`src/design/ccd_pkg.sv`:
```
// ----------------------------------------------------------------------------
// ccd_pkg: shared types and constants for the chunked container deframer
// Item structs, phase encoding, status and kind codes, header words.
// ----------------------------------------------------------------------------
`default_nettype none

package ccd_pkg;

    localparam int LENGTH_BITS_DEFAULT = 32;
    localparam int WORD_BITS           = 32;
    localparam int HDR_BYTES           = 12;
    localparam int CHUNK_HDR_BYTES     = 8;
    localparam int MANIFEST_POS        = HDR_BYTES + CHUNK_HDR_BYTES;
    localparam int MAGIC_END_POS       = 4;
    localparam int VERSION_END_POS     = 8;
    localparam int LEN_WORD_COUNT      = 4;

    // header words as assembled little-endian
    localparam logic [WORD_BITS-1:0] MAGIC_WORD    = 32'h5258_4346;
    localparam logic [WORD_BITS-1:0] TYPE_MANIFEST = 32'h4E4F_534A;
    localparam logic [WORD_BITS-1:0] TYPE_BINARY   = 32'h004E_4942;
    localparam logic [WORD_BITS-1:0] TYPE_IMAGE    = 32'h0047_4E50;

    localparam logic [WORD_BITS-1:0] VERSION_RESET = 32'd1;

    typedef enum logic [2:0] {
        PHASE_HEADER = 3'd0,
        PHASE_CHUNK  = 3'd1,
        PHASE_PAY    = 3'd2,
        PHASE_PAD    = 3'd3,
        PHASE_DRAIN  = 3'd4,
        PHASE_DONE   = 3'd5
    } phase_t;

    localparam logic [2:0] KIND_NONE     = 3'd0;
    localparam logic [2:0] KIND_MANIFEST = 3'd1;
    localparam logic [2:0] KIND_BINARY   = 3'd2;
    localparam logic [2:0] KIND_IMAGE    = 3'd3;
    localparam logic [2:0] KIND_UNKNOWN  = 3'd4;

    localparam logic [3:0] STATUS_BUSY          = 4'd0;
    localparam logic [3:0] STATUS_ACCEPTED      = 4'd1;
    localparam logic [3:0] STATUS_SHORT         = 4'd2;
    localparam logic [3:0] STATUS_MAGIC         = 4'd3;
    localparam logic [3:0] STATUS_VERSION       = 4'd4;
    localparam logic [3:0] STATUS_TOTAL_SMALL   = 4'd5;
    localparam logic [3:0] STATUS_TOTAL_EXCEEDS = 4'd6;
    localparam logic [3:0] STATUS_OVERRUN       = 4'd7;
    localparam logic [3:0] STATUS_MANIFEST_TWICE = 4'd8;
    localparam logic [3:0] STATUS_MANIFEST_LATE = 4'd9;
    localparam logic [3:0] STATUS_BINARY_TWICE  = 4'd10;
    localparam logic [3:0] STATUS_NO_MANIFEST   = 4'd11;
    localparam logic [3:0] STATUS_IGNORED       = 4'd12;

    typedef struct packed {
        logic [7:0] data_byte;
        logic       last_byte;
    } in_item_t;

    typedef struct packed {
        logic [7:0] payload_byte;
        logic       payload_valid;
        logic [2:0] chunk_kind;
        logic       chunk_last;
        logic [3:0] status;
    } out_item_t;

endpackage

`default_nettype wire

```
`src/design/chunked_container_deframer_top.sv`:
```
// ----------------------------------------------------------------------------
// chunked_container_deframer_top: byte-serial tagged chunk container parser
// Checks the file header, walks chunk headers, tags payload bytes.
// ----------------------------------------------------------------------------
// Each accepted item's result is registered in the output register, or in the skid entry while the output is held.
// Throughput: 1 byte per cycle while the skid entry is empty; the parse state updates in a single pass.
// A two-entry output buffer keeps input accepting while one result waits.
// Reset: async active low; parser returns to header phase, version reg = 1.
`default_nettype none

module chunked_container_deframer_top #(
    parameter int LENGTH_BITS = ccd_pkg::LENGTH_BITS_DEFAULT
) (
    input  wire logic             clk,
    input  wire logic             rst_n,

    input  wire logic             in_valid,
    output logic                  in_stall,
    input  wire ccd_pkg::in_item_t in_data,

    output logic                  out_valid,
    input  wire logic             out_stall,
    output ccd_pkg::out_item_t    out_data,

    input  wire logic             cfg_valid,
    output logic                  cfg_ready,
    input  wire logic [ccd_pkg::WORD_BITS-1:0] cfg_data
);

    localparam int LB = LENGTH_BITS;
    localparam logic [LB-1:0] POS_MAGIC_END   = LB'(ccd_pkg::MAGIC_END_POS);
    localparam logic [LB-1:0] POS_VERSION_END = LB'(ccd_pkg::VERSION_END_POS);
    localparam logic [LB-1:0] POS_HDR_END     = LB'(ccd_pkg::HDR_BYTES);
    localparam logic [LB-1:0] POS_MANIFEST    = LB'(ccd_pkg::MANIFEST_POS);
    localparam logic [LB:0]   CHDR_LEN        = (LB+1)'(ccd_pkg::CHUNK_HDR_BYTES);
    localparam logic [ccd_pkg::WORD_BITS-1:0] HDR_MIN = 32'(ccd_pkg::HDR_BYTES);

    // configuration
    logic [ccd_pkg::WORD_BITS-1:0] version_reg;

    assign cfg_ready = 1'b1;

    always_ff @(posedge clk or negedge rst_n)
    begin
        if (!rst_n)
        begin
            version_reg <= ccd_pkg::VERSION_RESET;
        end
        else if (cfg_valid && cfg_ready)
        begin
            version_reg <= cfg_data;
        end
    end

    // parse state
    ccd_pkg::phase_t               phase_reg, phase_next;
    logic [LB-1:0]                 byte_pos_reg, byte_pos_next;
    logic [LB-1:0]                 total_reg, total_next;
    logic [ccd_pkg::WORD_BITS-1:0] word_shift_reg, word_shift_next;
    logic [2:0]                    hdr_count_reg, hdr_count_next;
    logic [LB-1:0]                 pay_left_reg, pay_left_next;
    logic                          len_big_reg, len_big_next;
    logic [1:0]                    pad_left_reg, pad_left_next;
    logic [2:0]                    cur_kind_reg, cur_kind_next;
    logic                          manifest_seen_reg, manifest_seen_next;
    logic                          binary_seen_reg, binary_seen_next;
    logic [3:0]                    final_status_reg, final_status_next;

    logic                          accept;
    ccd_pkg::out_item_t            result;

    logic [LB-1:0]                 bp_inc;
    logic [ccd_pkg::WORD_BITS-1:0] ws_shift;
    logic                          ws_big;
    logic [LB:0]                   bp_plus_hdr;
    logic                          bound_run;
    logic                          bound_hdr;
    logic [LB-1:0]                 remaining;
    logic                          overrun;
    logic [LB-1:0]                 pay_dec;
    logic [1:0]                    pad_dec;
    logic                          finished;
    logic [3:0]                    chunk_err;
    logic [2:0]                    chunk_kind;

    logic                          skid_valid_reg;

    assign accept      = in_valid && !skid_valid_reg;
    assign in_stall    = skid_valid_reg;

    assign bp_inc      = byte_pos_reg + LB'(1);
    assign ws_shift    = {in_data.data_byte, word_shift_reg[ccd_pkg::WORD_BITS-1:8]};
    assign ws_big      = (ws_shift >> LB) != '0;
    assign bp_plus_hdr = {1'b0, bp_inc} + CHDR_LEN;
    assign bound_run   = bp_plus_hdr <= {1'b0, total_reg};
    assign bound_hdr   = bp_plus_hdr <= {1'b0, ws_shift[LB-1:0]};
    assign remaining   = total_reg - bp_inc;
    assign overrun     = len_big_reg || (pay_left_reg > remaining);
    assign pay_dec     = pay_left_reg - LB'(1);
    assign pad_dec     = pad_left_reg - 2'd1;

    always_comb
    begin
        phase_next         = phase_reg;
        byte_pos_next      = byte_pos_reg;
        total_next         = total_reg;
        word_shift_next    = word_shift_reg;
        hdr_count_next     = hdr_count_reg;
        pay_left_next      = pay_left_reg;
        len_big_next       = len_big_reg;
        pad_left_next      = pad_left_reg;
        cur_kind_next      = cur_kind_reg;
        manifest_seen_next = manifest_seen_reg;
        binary_seen_next   = binary_seen_reg;
        final_status_next  = final_status_reg;
        result             = '0;
        finished           = 1'b0;
        chunk_err          = ccd_pkg::STATUS_BUSY;
        chunk_kind         = ccd_pkg::KIND_UNKNOWN;

        if (accept)
        begin
            if (phase_reg == ccd_pkg::PHASE_DONE)
            begin
                result.status = ccd_pkg::STATUS_IGNORED;
                finished      = 1'b1;
            end
            else
            begin
                byte_pos_next = bp_inc;
                case (phase_reg)
                    ccd_pkg::PHASE_HEADER:
                    begin
                        word_shift_next = ws_shift;
                        if (bp_inc == POS_MAGIC_END && ws_shift != ccd_pkg::MAGIC_WORD)
                        begin
                            final_status_next = ccd_pkg::STATUS_MAGIC;
                        end
                        if (bp_inc == POS_VERSION_END
                            && final_status_next == ccd_pkg::STATUS_BUSY
                            && ws_shift != version_reg)
                        begin
                            final_status_next = ccd_pkg::STATUS_VERSION;
                        end
                        if (bp_inc == POS_HDR_END)
                        begin
                            if (final_status_next == ccd_pkg::STATUS_BUSY)
                            begin
                                if (ws_shift < HDR_MIN)
                                begin
                                    final_status_next = ccd_pkg::STATUS_TOTAL_SMALL;
                                end
                                else if (ws_big)
                                begin
                                    final_status_next = ccd_pkg::STATUS_TOTAL_EXCEEDS;
                                end
                            end
                            if (final_status_next != ccd_pkg::STATUS_BUSY)
                            begin
                                result.status = final_status_next;
                                phase_next    = ccd_pkg::PHASE_DONE;
                                finished      = 1'b1;
                            end
                            else
                            begin
                                total_next = ws_shift[LB-1:0];
                                if (bound_hdr)
                                begin
                                    phase_next     = ccd_pkg::PHASE_CHUNK;
                                    hdr_count_next = 3'd0;
                                end
                                else
                                begin
                                    phase_next = ccd_pkg::PHASE_DRAIN;
                                end
                            end
                        end
                    end

                    ccd_pkg::PHASE_CHUNK:
                    begin
                        word_shift_next = ws_shift;
                        hdr_count_next  = hdr_count_reg + 3'd1;
                        if (hdr_count_next == 3'(ccd_pkg::LEN_WORD_COUNT))
                        begin
                            pay_left_next = ws_shift[LB-1:0];
                            len_big_next  = ws_big;
                        end
                        if (hdr_count_next == 3'd0)
                        begin
                            // chunk header complete: length in pay_left, type in ws_shift
                            if (overrun)
                            begin
                                chunk_err = ccd_pkg::STATUS_OVERRUN;
                            end
                            else if (ws_shift == ccd_pkg::TYPE_MANIFEST)
                            begin
                                if (manifest_seen_reg)
                                begin
                                    chunk_err = ccd_pkg::STATUS_MANIFEST_TWICE;
                                end
                                else if (bp_inc != POS_MANIFEST)
                                begin
                                    chunk_err = ccd_pkg::STATUS_MANIFEST_LATE;
                                end
                                else
                                begin
                                    chunk_kind         = ccd_pkg::KIND_MANIFEST;
                                    manifest_seen_next = 1'b1;
                                end
                            end
                            else if (ws_shift == ccd_pkg::TYPE_BINARY)
                            begin
                                if (binary_seen_reg)
                                begin
                                    chunk_err = ccd_pkg::STATUS_BINARY_TWICE;
                                end
                                else
                                begin
                                    chunk_kind       = ccd_pkg::KIND_BINARY;
                                    binary_seen_next = 1'b1;
                                end
                            end
                            else if (ws_shift == ccd_pkg::TYPE_IMAGE)
                            begin
                                chunk_kind = ccd_pkg::KIND_IMAGE;
                            end

                            if (chunk_err != ccd_pkg::STATUS_BUSY)
                            begin
                                final_status_next = chunk_err;
                                phase_next        = ccd_pkg::PHASE_DRAIN;
                            end
                            else
                            begin
                                cur_kind_next = chunk_kind;
                                pad_left_next = 2'd0 - pay_left_reg[1:0];
                                if (pay_left_reg != '0)
                                begin
                                    phase_next = ccd_pkg::PHASE_PAY;
                                end
                                else if (bound_run)
                                begin
                                    // empty chunk: straight to the next header
                                    phase_next = ccd_pkg::PHASE_CHUNK;
                                end
                                else
                                begin
                                    phase_next = ccd_pkg::PHASE_DRAIN;
                                end
                            end
                        end
                    end

                    ccd_pkg::PHASE_PAY:
                    begin
                        result.payload_byte = in_data.data_byte;
                        result.chunk_kind   = cur_kind_reg;
                        result.payload_valid = cur_kind_reg inside
                            {ccd_pkg::KIND_MANIFEST, ccd_pkg::KIND_BINARY,
                             ccd_pkg::KIND_IMAGE};
                        pay_left_next = pay_dec;
                        if (pay_dec == '0)
                        begin
                            result.chunk_last = 1'b1;
                            if (pad_left_reg != 2'd0)
                            begin
                                phase_next = ccd_pkg::PHASE_PAD;
                            end
                            else if (bound_run)
                            begin
                                phase_next     = ccd_pkg::PHASE_CHUNK;
                                hdr_count_next = 3'd0;
                            end
                            else
                            begin
                                phase_next = ccd_pkg::PHASE_DRAIN;
                            end
                        end
                    end

                    ccd_pkg::PHASE_PAD:
                    begin
                        pad_left_next = pad_dec;
                        if (pad_dec == 2'd0)
                        begin
                            if (bound_run)
                            begin
                                phase_next     = ccd_pkg::PHASE_CHUNK;
                                hdr_count_next = 3'd0;
                            end
                            else
                            begin
                                phase_next = ccd_pkg::PHASE_DRAIN;
                            end
                        end
                    end

                    default:
                    begin
                    end
                endcase

                // file complete at the total length
                if (!finished && phase_next != ccd_pkg::PHASE_HEADER
                    && bp_inc == total_next)
                begin
                    if (final_status_next != ccd_pkg::STATUS_BUSY)
                    begin
                        result.status = final_status_next;
                    end
                    else if (manifest_seen_next)
                    begin
                        result.status = ccd_pkg::STATUS_ACCEPTED;
                    end
                    else
                    begin
                        result.status = ccd_pkg::STATUS_NO_MANIFEST;
                    end
                    phase_next = ccd_pkg::PHASE_DONE;
                    finished   = 1'b1;
                end

                if (!finished && in_data.last_byte)
                begin
                    result.status = (bp_inc < POS_HDR_END) ? ccd_pkg::STATUS_SHORT
                                                           : ccd_pkg::STATUS_TOTAL_EXCEEDS;
                end
            end

            // last byte always starts a new file
            if (in_data.last_byte)
            begin
                phase_next         = ccd_pkg::PHASE_HEADER;
                byte_pos_next      = '0;
                total_next         = '0;
                word_shift_next    = '0;
                hdr_count_next     = 3'd0;
                pay_left_next      = '0;
                len_big_next       = 1'b0;
                pad_left_next      = 2'd0;
                cur_kind_next      = ccd_pkg::KIND_NONE;
                manifest_seen_next = 1'b0;
                binary_seen_next   = 1'b0;
                final_status_next  = ccd_pkg::STATUS_BUSY;
            end
        end
    end

    always_ff @(posedge clk or negedge rst_n)
    begin
        if (!rst_n)
        begin
            phase_reg         <= ccd_pkg::PHASE_HEADER;
            byte_pos_reg      <= '0;
            total_reg         <= '0;
            word_shift_reg    <= '0;
            hdr_count_reg     <= 3'd0;
            pay_left_reg      <= '0;
            len_big_reg       <= 1'b0;
            pad_left_reg      <= 2'd0;
            cur_kind_reg      <= ccd_pkg::KIND_NONE;
            manifest_seen_reg <= 1'b0;
            binary_seen_reg   <= 1'b0;
            final_status_reg  <= ccd_pkg::STATUS_BUSY;
        end
        else
        begin
            phase_reg         <= phase_next;
            byte_pos_reg      <= byte_pos_next;
            total_reg         <= total_next;
            word_shift_reg    <= word_shift_next;
            hdr_count_reg     <= hdr_count_next;
            pay_left_reg      <= pay_left_next;
            len_big_reg       <= len_big_next;
            pad_left_reg      <= pad_left_next;
            cur_kind_reg      <= cur_kind_next;
            manifest_seen_reg <= manifest_seen_next;
            binary_seen_reg   <= binary_seen_next;
            final_status_reg  <= final_status_next;
        end
    end

    // output register plus skid entry
    logic               out_valid_reg;
    ccd_pkg::out_item_t out_data_reg;
    ccd_pkg::out_item_t skid_data_reg;
    logic               pop;

    assign pop       = out_valid_reg && !out_stall;
    assign out_valid = out_valid_reg;
    assign out_data  = out_data_reg;

    always_ff @(posedge clk or negedge rst_n)
    begin
        if (!rst_n)
        begin
            out_valid_reg  <= 1'b0;
            skid_valid_reg <= 1'b0;
        end
        else if (!out_valid_reg || pop)
        begin
            if (skid_valid_reg)
            begin
                out_valid_reg  <= 1'b1;
                skid_valid_reg <= 1'b0;
            end
            else
            begin
                out_valid_reg <= accept;
            end
        end
        else if (accept)
        begin
            skid_valid_reg <= 1'b1;
        end
    end

    always_ff @(posedge clk)
    begin
        if (!out_valid_reg || pop)
        begin
            out_data_reg <= skid_valid_reg ? skid_data_reg : result;
        end
        else if (accept)
        begin
            skid_data_reg <= result;
        end
    end

endmodule

`default_nettype wire
```
`config.mk`:
```
export PLATFORM = sky130hd
export DESIGN_NAME = chunked_container_deframer_top
export DESIGN_NICKNAME = d
export VERILOG_FILES = /design/src/design/ccd_pkg.sv /design/src/design/chunked_container_deframer_top.sv
export SDC_FILE = /design/constraint.sdc
export NUM_CORES = 1
export LEC_CHECK = 0
export BUFFER_PORTS_ARGS = -buffer_cell sky130_fd_sc_hd__buf_2
export CAP_MARGIN = 25
export CORE_UTILIZATION = 61
export CTS_BUF_LIST = sky130_fd_sc_hd__clkbuf_16
export CTS_CLUSTER_SIZE = 10
export DETAILED_ROUTE_END_ITERATION = 8
export MAX_ROUTING_LAYER = met4
export PLACE_DENSITY = 0.86
export SETUP_SLACK_MARGIN = 0.3
export SLEW_MARGIN = 40
export SYNTH_ARGS = -nofsm -noshare
export SYNTH_HDL_FRONTEND = slang
export SYNTH_SLANG_ARGS = --single-unit
```
`constraint.sdc`:
```
create_clock -name clk -period 17.2 [get_ports clk]
set_input_delay 3.44 -clock clk [delete_from_list [all_inputs] [get_ports clk]]
set_output_delay 3.44 -clock clk [all_outputs]
set_load 0.01 [all_outputs]
```
==> results.py, run 1 <==
metrics = {
    "clock_network": {
        "cts_resized": 0,
        "ctsHoldBuffers": 0,
        "htreeDepth": 1,
        "post_cts_buffers": 0,
        "clkTransAtPathRegs_ns": 0.06,
        "cts_made_buffers": 26,
        "cts_tree": "done",
        "cts_root_buf": "clkbuf_16",
        "clock-sinks": 205,
        "clockBufferDepth": 3,
        "worstSkewPairLatency_ns": 0.55,
    },
    "synthesis": {
        "yosysMostFrequentCell": "dfrtp_1",
        "ys.flop_type": "dfrtp_1",
        "postSynthAreaPerCell_sq_um": 8.64,
        "ys_ff_latch": 205,
        "async_flop_share": 0.834,
        "synth_top_area_cell": "dfrtp_1",
        "yosys-top-cells-count": "dfrtp_1, o21ai_0, nor2_1",
        "syn-num-nets": 2127,
        "synth_area_leaders": "dfrtp_1, ha_1, edfxtp_1, xnor2_1, o21ai_0",
        "yosysTopAreaCellShare": 0.253,
        "synth_edf_count": 34,
        "ys_warn_count": 0,
        "yosysUniqueCellTypes": 98,
        "yosysSeqAreaShare": 0.315,
        "synth_cells": 1949,
        "netlist_area_sq_um": 16800,
    },
    "worst_setup_path": {
        "cp-start-kind": "register",
        "critPathMaxStageDelay_ns": 0.64,
        "crit_path_end_kind": "register",
        "crit_arrival_ns": 9.50,
        "cp_slowest_cell": "a2111oi_0",
        "critPathKind": "register to register",
        "critPathMaxFanout": 11,
        "cp_common_cell": "o21ai_0",
        "crit_required_ns": 17.48,
    },
    "timing": {
        "timing.final.crit_share": 0.536,
        "slew_headroom": 0.429,
        "hold_viol_final": 0,
        "setup_violations": 0,
        "fin_crit_ns": 9.22,
        "fin_tns_setup_ns": 0,
        "finClkSkew_ns": 0.0138,
        "drv_slew": 0,
        "max_slew.worst_pin.slew_ns": 0.854,
        "grt_setup_unrepaired": "false",
        "fmax_ghz": 0.108,
    },
    "min_path": {
        "holdCritPathClass": "register to register",
    },
    "detailed_routing": {
        "num_vias": 16292,
        "drc_errors": 0,
        "drt-vias-per-instance": 7.03,
        "wl_per_cell_microns": 26.9,
        "ant_nets": 0,
        "first_pass_iters": 8,
        "dr.first_iter.drc_count": 2104,
        "wirelength_microns": 62300,
    },
    "power_and_ir_drop": {
        "ir_worst_vdd_v": 0.0000750,
        "p_total_mw": 2.24,
        "power_density_nw_per_um2": 123,
        "p_leak_nw": 8.04,
    },
    "finish": {
        "nets": 2132,
        "finalNonFillerCells": 2317,
        "area_growth_pct": 8.26,
        "fillCellCount": 2153,
        "drive_gt1_frac": 0.103,
        "final_util": 0.675,
        "fin_area_sq_um": 18200,
    },
    "floorplanning": {
        "rows": 60,
        "die_x_microns": 168,
        "core_sq_um": 27000,
        "ios": 66,
        "start_util": 0.623,
        "die_height_microns": 168,
        "die_area_sq_um": 28300,
    },
    "place": {
        "place_area_sq_um": 17400,
        "finalWeightedCongestion": 1.06,
        "io_buffers": 64,
        "dp.cells": 2266,
        "hpwl_microns": 47000,
    },
    "run": {
        "drv_cap": 0,
    },
    "global_route": {
        "grt_pass1_wl_microns": 95300,
        "grt_pass1_vias": 15724,
        "antenna_found_initial": 3,
        "grt_usage": 0.459,
        "grt_max_degree": 103,
        "overflow": 0,
    },
    "status": {
        "status": "finished, final reports clean",
    },
}
==> per-stage QoR <==
stage	setup WS, ns	hold slack (ns)
floorplan	9.73	0.449
global placement	8.59	0.465
detailed placement	8.26	0.467
CTS	8.21	0.481
global route	7.27	0.529
finish	7.98	0.478
==> worst paths after layout <==
kind                                 startpoint          endpoint  slack (ns)  cells after the start
worst min-delay path            pad_left_reg[1]   pad_left_reg[1]        0.48                      2
worst max register to register  byte_pos_reg[0]       out_data[1]        7.98                     35
worst min register to register  pad_left_reg[1]   pad_left_reg[1]        0.48                      2
worst max-delay path            byte_pos_reg[0]       out_data[1]        7.98                     35
max in group asynchronous                 rst_n  byte_pos_reg[15]       13.03                      3
min in group asynchronous                 rst_n  pay_left_reg[21]        2.78                      1
==> layout make-up <==
| class | instances | area, sq um | area share |
|---|---|---|---|
| timing repair buffer | 90 | 587 | 0.0322 |
| inverter | 99 | 372 | 0.0204 |
| sequential | 205 | 5300 | 0.291 |
| multi-input combinational | 1532 | 10800 | 0.590 |
| tap | 341 | 427 | 0.0234 |
| clock buffer | 28 | 701 | 0.0384 |
| antenna | 3 | 7.51 | 0.000412 |
| clock inverter | 19 | 78.8 | 0.00432 |
==> report_power, final <==
group | internal, mW | total (mW) | leakage, nW | switching (mW)
logic | 0.347 | 0.999 | 4.99 | 0.652
registers | 0.561 | 0.727 | 2.62 | 0.166
clock network | 0.289 | 0.511 | 0.431 | 0.222
==> critical path, delay by kind of cell, from the launching register on <==
| kind | cells | cell delay, ns |
|---|---|---|
| AOI/OAI and AO/OA | 21 | 4.53 |
| xor gates and xnor gates | 2 | 0.60 |
| adders and majority gates | 4 | 1.24 |
| buffers and inverters | 2 | 0.43 |
| DFF | 1 | 0.57 |
| and+or+nand+nor | 6 | 1.58 |
==> metal layers <==
layer,vias to the layer above,wire (microns),global-route usage
met1,7779,24400,0.579
met2,1064,26700,0.682
met3,253,7070,0.110
met5,-,0,-
met4,0,4120,0.245
li1,7196,-,-
==> logic make-up (layout without fill, tap and decap cells) <==
kind of cell,after synthesis,in the layout,share of synthesized area
AO/OA/AOI/OAI,518,518,0.200
XOR/XNOR,156,156,0.0833
adder cells (fa/ha/maj),136,136,0.101
buffers and inverters,212,236,0.0489
flip-flops,205,205,0.315
multiplexers,63,63,0.0403
other,1,4,0.000223
AND/OR/NAND/NOR,658,658,0.212
==> cells in the final DEF (no fill, tap or decap), types with 13 or more instances in the layout <==
cell | synthesis | layout
nand3_1 | 41 | 41
nand4_1 | 62 | 62
inv_1 | 98 | 111
nor3_1 | 59 | 56
o21ai_0 | 150 | 149
a21oi_1 | 102 | 102
mux2_2 | 34 | 34
o31ai_1 | 42 | 42
buf_2 | 17 | 62
nor2b_1 | 18 | 18
nor4_1 | 46 | 46
edfxtp_1 | 34 | 34
nand2_1 | 136 | 135
dfrtp_1 | 170 | 170
buf_4 | 2 | 22
ha_1 | 131 | 131
and2_1 | 13 | 13
nand2b_1 | 17 | 17
a31oi_1 | 23 | 23
mux2i_1 | 28 | 28
and3_1 | 20 | 20
nor2_1 | 145 | 144
a21o_1 | 59 | 59
or3_1 | 22 | 21
a22o_1 | 35 | 35
clkbuf_16 | 0 | 28
xor2_1 | 59 | 59
xnor2_1 | 92 | 92
Power figures use the tool's default switching activity.
==> run 2: changes to the inputs <==
Settings changed: CORE_UTILIZATION 61 to 58, PLACE_DENSITY 0.86 to 0.85.
Clock period 17.2 ns to 7.8 ns, I/O delays scaled along.
==> run 2 against run 1 <==
Die area grew 5.1%. Flip-flop and latch count is the same. Combinational power grew 130%. Sequential power grew 120%. Setup slack lost 7.6 ns. Sequential share of layout area shrank 2.0 points. Total power grew 120%. Global-route usage shrank 2.2 points. Critical endpoint is now out_data[2]. Largest cell class unchanged.
==> results.py, run 2 (synthesis gave the netlist of run 1 again) <==
metrics = {
    "detailed_routing": {
        "wirelength_microns": 63600,
        "num_vias": 16832,
        "wl_met3_microns": 6940,
        "wl_per_cell_microns": 25.7,
        "maxUsedRoutingLayer": "met4",
        "drc_errors": 0,
        "ant_nets": 0,
        "dr.first_iter.drc_count": 2063,
        "wl_met2_microns": 28500,
        "drt-vias-per-instance": 6.81,
        "first_pass_iters": 6,
        "wirelength_met1_microns": 24500,
    },
    "floorplanning": {
        "die_area_sq_um": 29700,
        "die_x_microns": 172,
        "core_sq_um": 28600,
        "start_util": 0.588,
        "die_height_microns": 172,
        "rows": 62,
        "ios": 66,
    },
    "timing": {
        "timing.final.crit_share": 0.953,
        "hold_viol_final": 0,
        "fin_crit_ns": 7.43,
        "slew_headroom": 0.354,
        "grt_setup_unrepaired": "true",
        "setup_violations": 0,
        "fmax_ghz": 0.135,
        "drv_slew": 0,
        "max_slew.worst_pin.slew_ns": 0.961,
        "finClkSkew_ns": 0.0201,
    },
    "status": {
        "status": "finished, final reports clean",
    },
    "finish": {
        "area_growth_pct": 16.3,
        "mostFrequentLayoutCell": "dfrtp_1",
        "seqCellArea_sq_um": 5300,
        "fin_area_sq_um": 19600,
        "drive_gt1_frac": 0.183,
        "final_util": 0.684,
        "nets": 2243,
        "multi_input_area_sq_um": 11200,
        "fillCellCount": 2279,
        "finalNonFillerCells": 2470,
        "final_cell_mix": "dfrtp_1, nor2_1, o21ai_0",
    },
    "clock_network": {
        "clock-sinks": 205,
        "cts_made_buffers": 26,
        "worstSkewPairLatency_ns": 0.56,
        "clkTransAtPathRegs_ns": 0.06,
        "ctsHoldBuffers": 0,
        "cts_root_buf": "clkbuf_16",
        "htreeDepth": 1,
        "clockBufferDepth": 3,
        "cts_tree": "done",
    },
    "worst_setup_path": {
        "critPathMaxFanout": 6,
        "crit_path_end_kind": "register",
        "critPathKind": "register to register",
        "crit_required_ns": 8.20,
        "crit_arrival_ns": 7.83,
        "cp-start-kind": "register",
    },
    "global_route": {
        "grt_max_degree": 71,
        "grt_usage": 0.436,
        "grt_pass1_wl_microns": 94200,
        "antenna_found_initial": 3,
        "overflow": 0,
        "grt_pass1_vias": 15497,
    },
    "power_and_ir_drop": {
        "p_leak_nw": 8.68,
        "ir_worst_vdd_v": 0.000188,
        "power_density_nw_per_um2": 257,
    },
    "place": {
        "dp.cells": 2410,
        "place_area_sq_um": 18200,
        "hpwl_microns": 47900,
        "finalWeightedCongestion": 1.06,
        "io_buffers": 64,
    },
    "run": {
        "drv_cap": 0,
    },
    "min_path": {
        "holdCritPathClass": "register to register",
    },
}
## run 2: cell count changes in the layout (fill, tap and decap cells not counted), sizes merged
cell,change
clkbuf,-1
buf,+111
bufinv,+1
diode,-2
inv,+1
## run 2: path summary, 6_finish.rpt
check	depth (start not counted)	start	to	slack, ns
max in group asynchronous	2	rst_n	byte_pos_reg[3]	5.73
min in group asynchronous	1	rst_n	hdr_count_reg[2]	0.96
worst min-delay path	2	pad_left_reg[1]	pad_left_reg[1]	0.50
worst max register to register	27	byte_pos_reg[1]	out_data[2]	0.37
worst max-delay path	27	byte_pos_reg[1]	out_data[2]	0.37
worst min register to register	2	pad_left_reg[1]	pad_left_reg[1]	0.50
## run 2: cell type report
| cell class | count | area share |
|---|---|---|
| multi-input cells | 1532 | 0.574 |
| flip-flops and latches | 205 | 0.271 |
| repair buffers | 201 | 0.0718 |
| clock buffers | 27 | 0.0345 |
| well taps | 384 | 0.0245 |
| inverters | 99 | 0.0190 |
| clock inverters | 21 | 0.00556 |
| diodes | 1 | 0.000128 |
## run 2: worst max-delay path, cell delays in order, from the launching register on
cell and delay (ns):
dfrtp_1 0.41, ha_4 0.19, buf_6 0.10, and4_1 0.31, nand3_1 0.26, nor2_1 0.26, xnor2_1 0.18, buf_4 0.21
or3_1 0.42, or3b_4 0.43, or3_1 0.54, nor4_2 0.37, xnor2_1 0.27, ha_1 0.33, nand4_1 0.19, nor3_1 0.09
buf_4 0.16, o21ai_0 0.11, a21oi_1 0.13, a211o_1 0.34, a21oi_2 0.26, nand2b_1 0.13, a221o_1 0.42, a2111oi_4 0.29
buf_4 0.20, and4b_2 0.25, mux2_4 0.32, o21ai_1 0.12
## run 2: per-stage QoR
step / worst slack, ns / hold slack [ns] / total power, mW / setup TNS [ns]
after detailed placement: -0.605 / 0.492 / 3.72 / -6.30
after CTS: 0.308 / 0.505 / 4.87 / 0
after global routing: 0.0434 / 0.531 / 5.29 / 0
final: 0.367 / 0.501 / 5.03 / 0
after global placement: -0.272 / 0.466 / 3.69 / -2.08
after floorplan: 0.327 / 0.449 / 2.97 / 0
## run 2: layer usage
| layer | global-route usage | vias to the layer above |
|---|---|---|
| met1 | 0.540 | 8123 |
| met2 | 0.674 | 1056 |
| met4 | 0.205 | 0 |
| li1 | - | 7400 |
| met3 | 0.100 | 253 |
| met5 | - | - |
## run 2: what timing repair did
action / CTS / global route
pin swaps: 13 / 50
endpoints found under the setup margin: 20 / 18
hold endpoints to repair: 0 / 0
gates resized for setup: 24 / 86
setup buffers: 3 / 8
## run 2: where the power goes
part           internal [mW]  leakage (nW)  switching (mW)  total (mW)
combinational          0.858          5.63            1.45        2.30
clock                  0.649         0.438           0.482        1.13
sequential              1.24          2.62           0.355        1.59
total                   2.74          8.68            2.28        5.03
==> run 3: changes to the inputs <==
Settings changed: MAX_ROUTING_LAYER met4 to default.
==> run 3 against run 2 <==
Critical path type unchanged. First-iteration DRC count rose by 5.0%. Sequential share of layout area fell by 0.12 points. Critical endpoint is now skid_data_reg[3]. Fmax is 0.77% lower. Die area stayed put. Total power up 0.56%.
==> results.py, run 3 (synthesis gave the netlist of run 1 again) <==
metrics = {
    "status": {
        "status": "finished, final reports clean",
    },
    "place": {
        "dp.cells": 2414,
        "finalWeightedCongestion": 1.06,
        "io_buffers": 64,
        "place_area_sq_um": 18200,
        "hpwl_microns": 47000,
    },
    "finish": {
        "multi_input_area_sq_um": 11200,
        "n_antenna_cell": 0,
        "fin_area_sq_um": 19700,
        "area_growth_pct": 16.8,
        "nets": 2257,
        "seqCellArea_sq_um": 5300,
        "final_util": 0.688,
        "finalNonFillerCells": 2482,
        "fillCellCount": 2320,
        "mostFrequentLayoutCell": "dfrtp_1",
        "drive_gt1_frac": 0.192,
        "final_cell_mix": "dfrtp_1, buf_4, o21ai_0",
    },
    "timing": {
        "hold_slack_ns": 0.506,
        "fin_crit_ns": 7.49,
        "fmax_ghz": 0.133,
        "hold_viol_final": 0,
        "timing.final.crit_share": 0.960,
        "max_slew.worst_pin.slew_ns": 0.885,
        "drv_slew": 0,
        "setup_violations": 0,
        "finClkSkew_ns": 0.0246,
        "slew_headroom": 0.402,
        "grt_setup_unrepaired": "true",
    },
    "floorplanning": {
        "core_sq_um": 28600,
        "die_x_microns": 172,
        "start_util": 0.588,
        "die_height_microns": 172,
        "ios": 66,
        "die_area_sq_um": 29700,
        "rows": 62,
    },
    "global_route": {
        "grt_usage": 0.424,
        "grt_pass1_wl_microns": 94500,
        "grt_max_degree": 102,
        "grt_pass1_vias": 15870,
        "antenna_found_initial": 2,
        "overflow": 0,
    },
    "worst_setup_path": {
        "crit_required_ns": 8.08,
        "critPathKind": "register to register",
        "cp-start-kind": "register",
        "critPathMaxFanout": 6,
        "cpLargestDelayFamily": "compound AO/OA/AOI/OAI gates",
        "crit_arrival_ns": 7.77,
        "crit_path_end_kind": "register",
        "cp_common_cell": "buf_4",
        "cp_slowest_cell": "o21ai_0",
        "critPathBufInv": 5,
        "critPathMaxStageDelay_ns": 0.43,
    },
    "min_path": {
        "holdCritPathClass": "register to register",
    },
    "power_and_ir_drop": {
        "ir_worst_vdd_v": 0.000175,
        "power_density_nw_per_um2": 257,
        "p_total_mw": 5.05,
        "p_leak_nw": 8.75,
    },
    "clock_network": {
        "clkTransAtPathRegs_ns": 0.06,
        "cts_tree": "done",
        "worstSkewPairLatency_ns": 0.56,
        "cts_root_buf": "clkbuf_16",
        "ctsHoldBuffers": 0,
        "clock-sinks": 205,
        "cts_made_buffers": 26,
        "clockBufferDepth": 3,
        "htreeDepth": 1,
    },
    "detailed_routing": {
        "drc_errors": 0,
        "num_vias": 16870,
        "first_pass_iters": 6,
        "wl_per_cell_microns": 25.4,
        "dr.first_iter.drc_count": 2167,
        "drt-vias-per-instance": 6.80,
        "ant_nets": 0,
        "wirelength_microns": 63000,
    },
    "run": {
        "drv_cap": 0,
    },
}
[run 3: layer usage]
metal  vias to the layer above  wire length, microns  track usage
met3                       281                  7040       0.0902
met4                         2                  4590        0.240
met5                         -                    16            0
met2                      1086                 27500        0.657
met1                      8064                 23800        0.547
li1                       7437                     -            -
[run 3: area by class of cell]
class | instances | share of cell area
Timing Repair Buffer | 215 | 0.0771
Clock inverter | 20 | 0.00534
Tap cell | 384 | 0.0244
Inverter | 99 | 0.0189
Sequential cell | 205 | 0.269
Multi-Input combinational cell | 1532 | 0.571
Clock buffer | 27 | 0.0343
[run 3: worst min-delay path, cell delays in order (launching register included)]
cell and delay (ns):
dfrtp_1 0.36, nand2_1 0.06, o31ai_1 0.06
[run 3: worst paths after layout]
check	startpoint	to	slack, ns	depth (start not counted)
min in group asynchronous	rst_n	byte_pos_reg[8]	0.89	1
hold / removal	pad_left_reg[1]	pad_left_reg[1]	0.51	2
setup / recovery	byte_pos_reg[0]	skid_data_reg[3]	0.31	34
setup reg to reg	byte_pos_reg[0]	skid_data_reg[3]	0.31	34
hold reg to reg	pad_left_reg[1]	pad_left_reg[1]	0.51	2
max in group asynchronous	rst_n	pay_left_reg[21]	5.89	2
[run 3: metrics by stage]
stage	TNS, ns	setup slack [ns]
final	0	0.309
after detailed placement	-3.73	-0.424
after CTS	0	0.308
after global routing	0	0.0342
after global placement	-0.451	-0.0882
after floorplan	0	0.327
[run 3: where the power goes]
part / switching (mW) / internal (mW)
clock: 0.482 / 0.649
combinational: 1.46 / 0.870
sequential: 0.352 / 1.24
[run 3: what timing repair did]
| item | CTS | global route |
|---|---|---|
| setup endpoints to repair | 17 | 18 |
| buffers inserted | 9 | 11 |
| resized for setup | 32 | 67 |
| pin swaps | 21 | 48 |
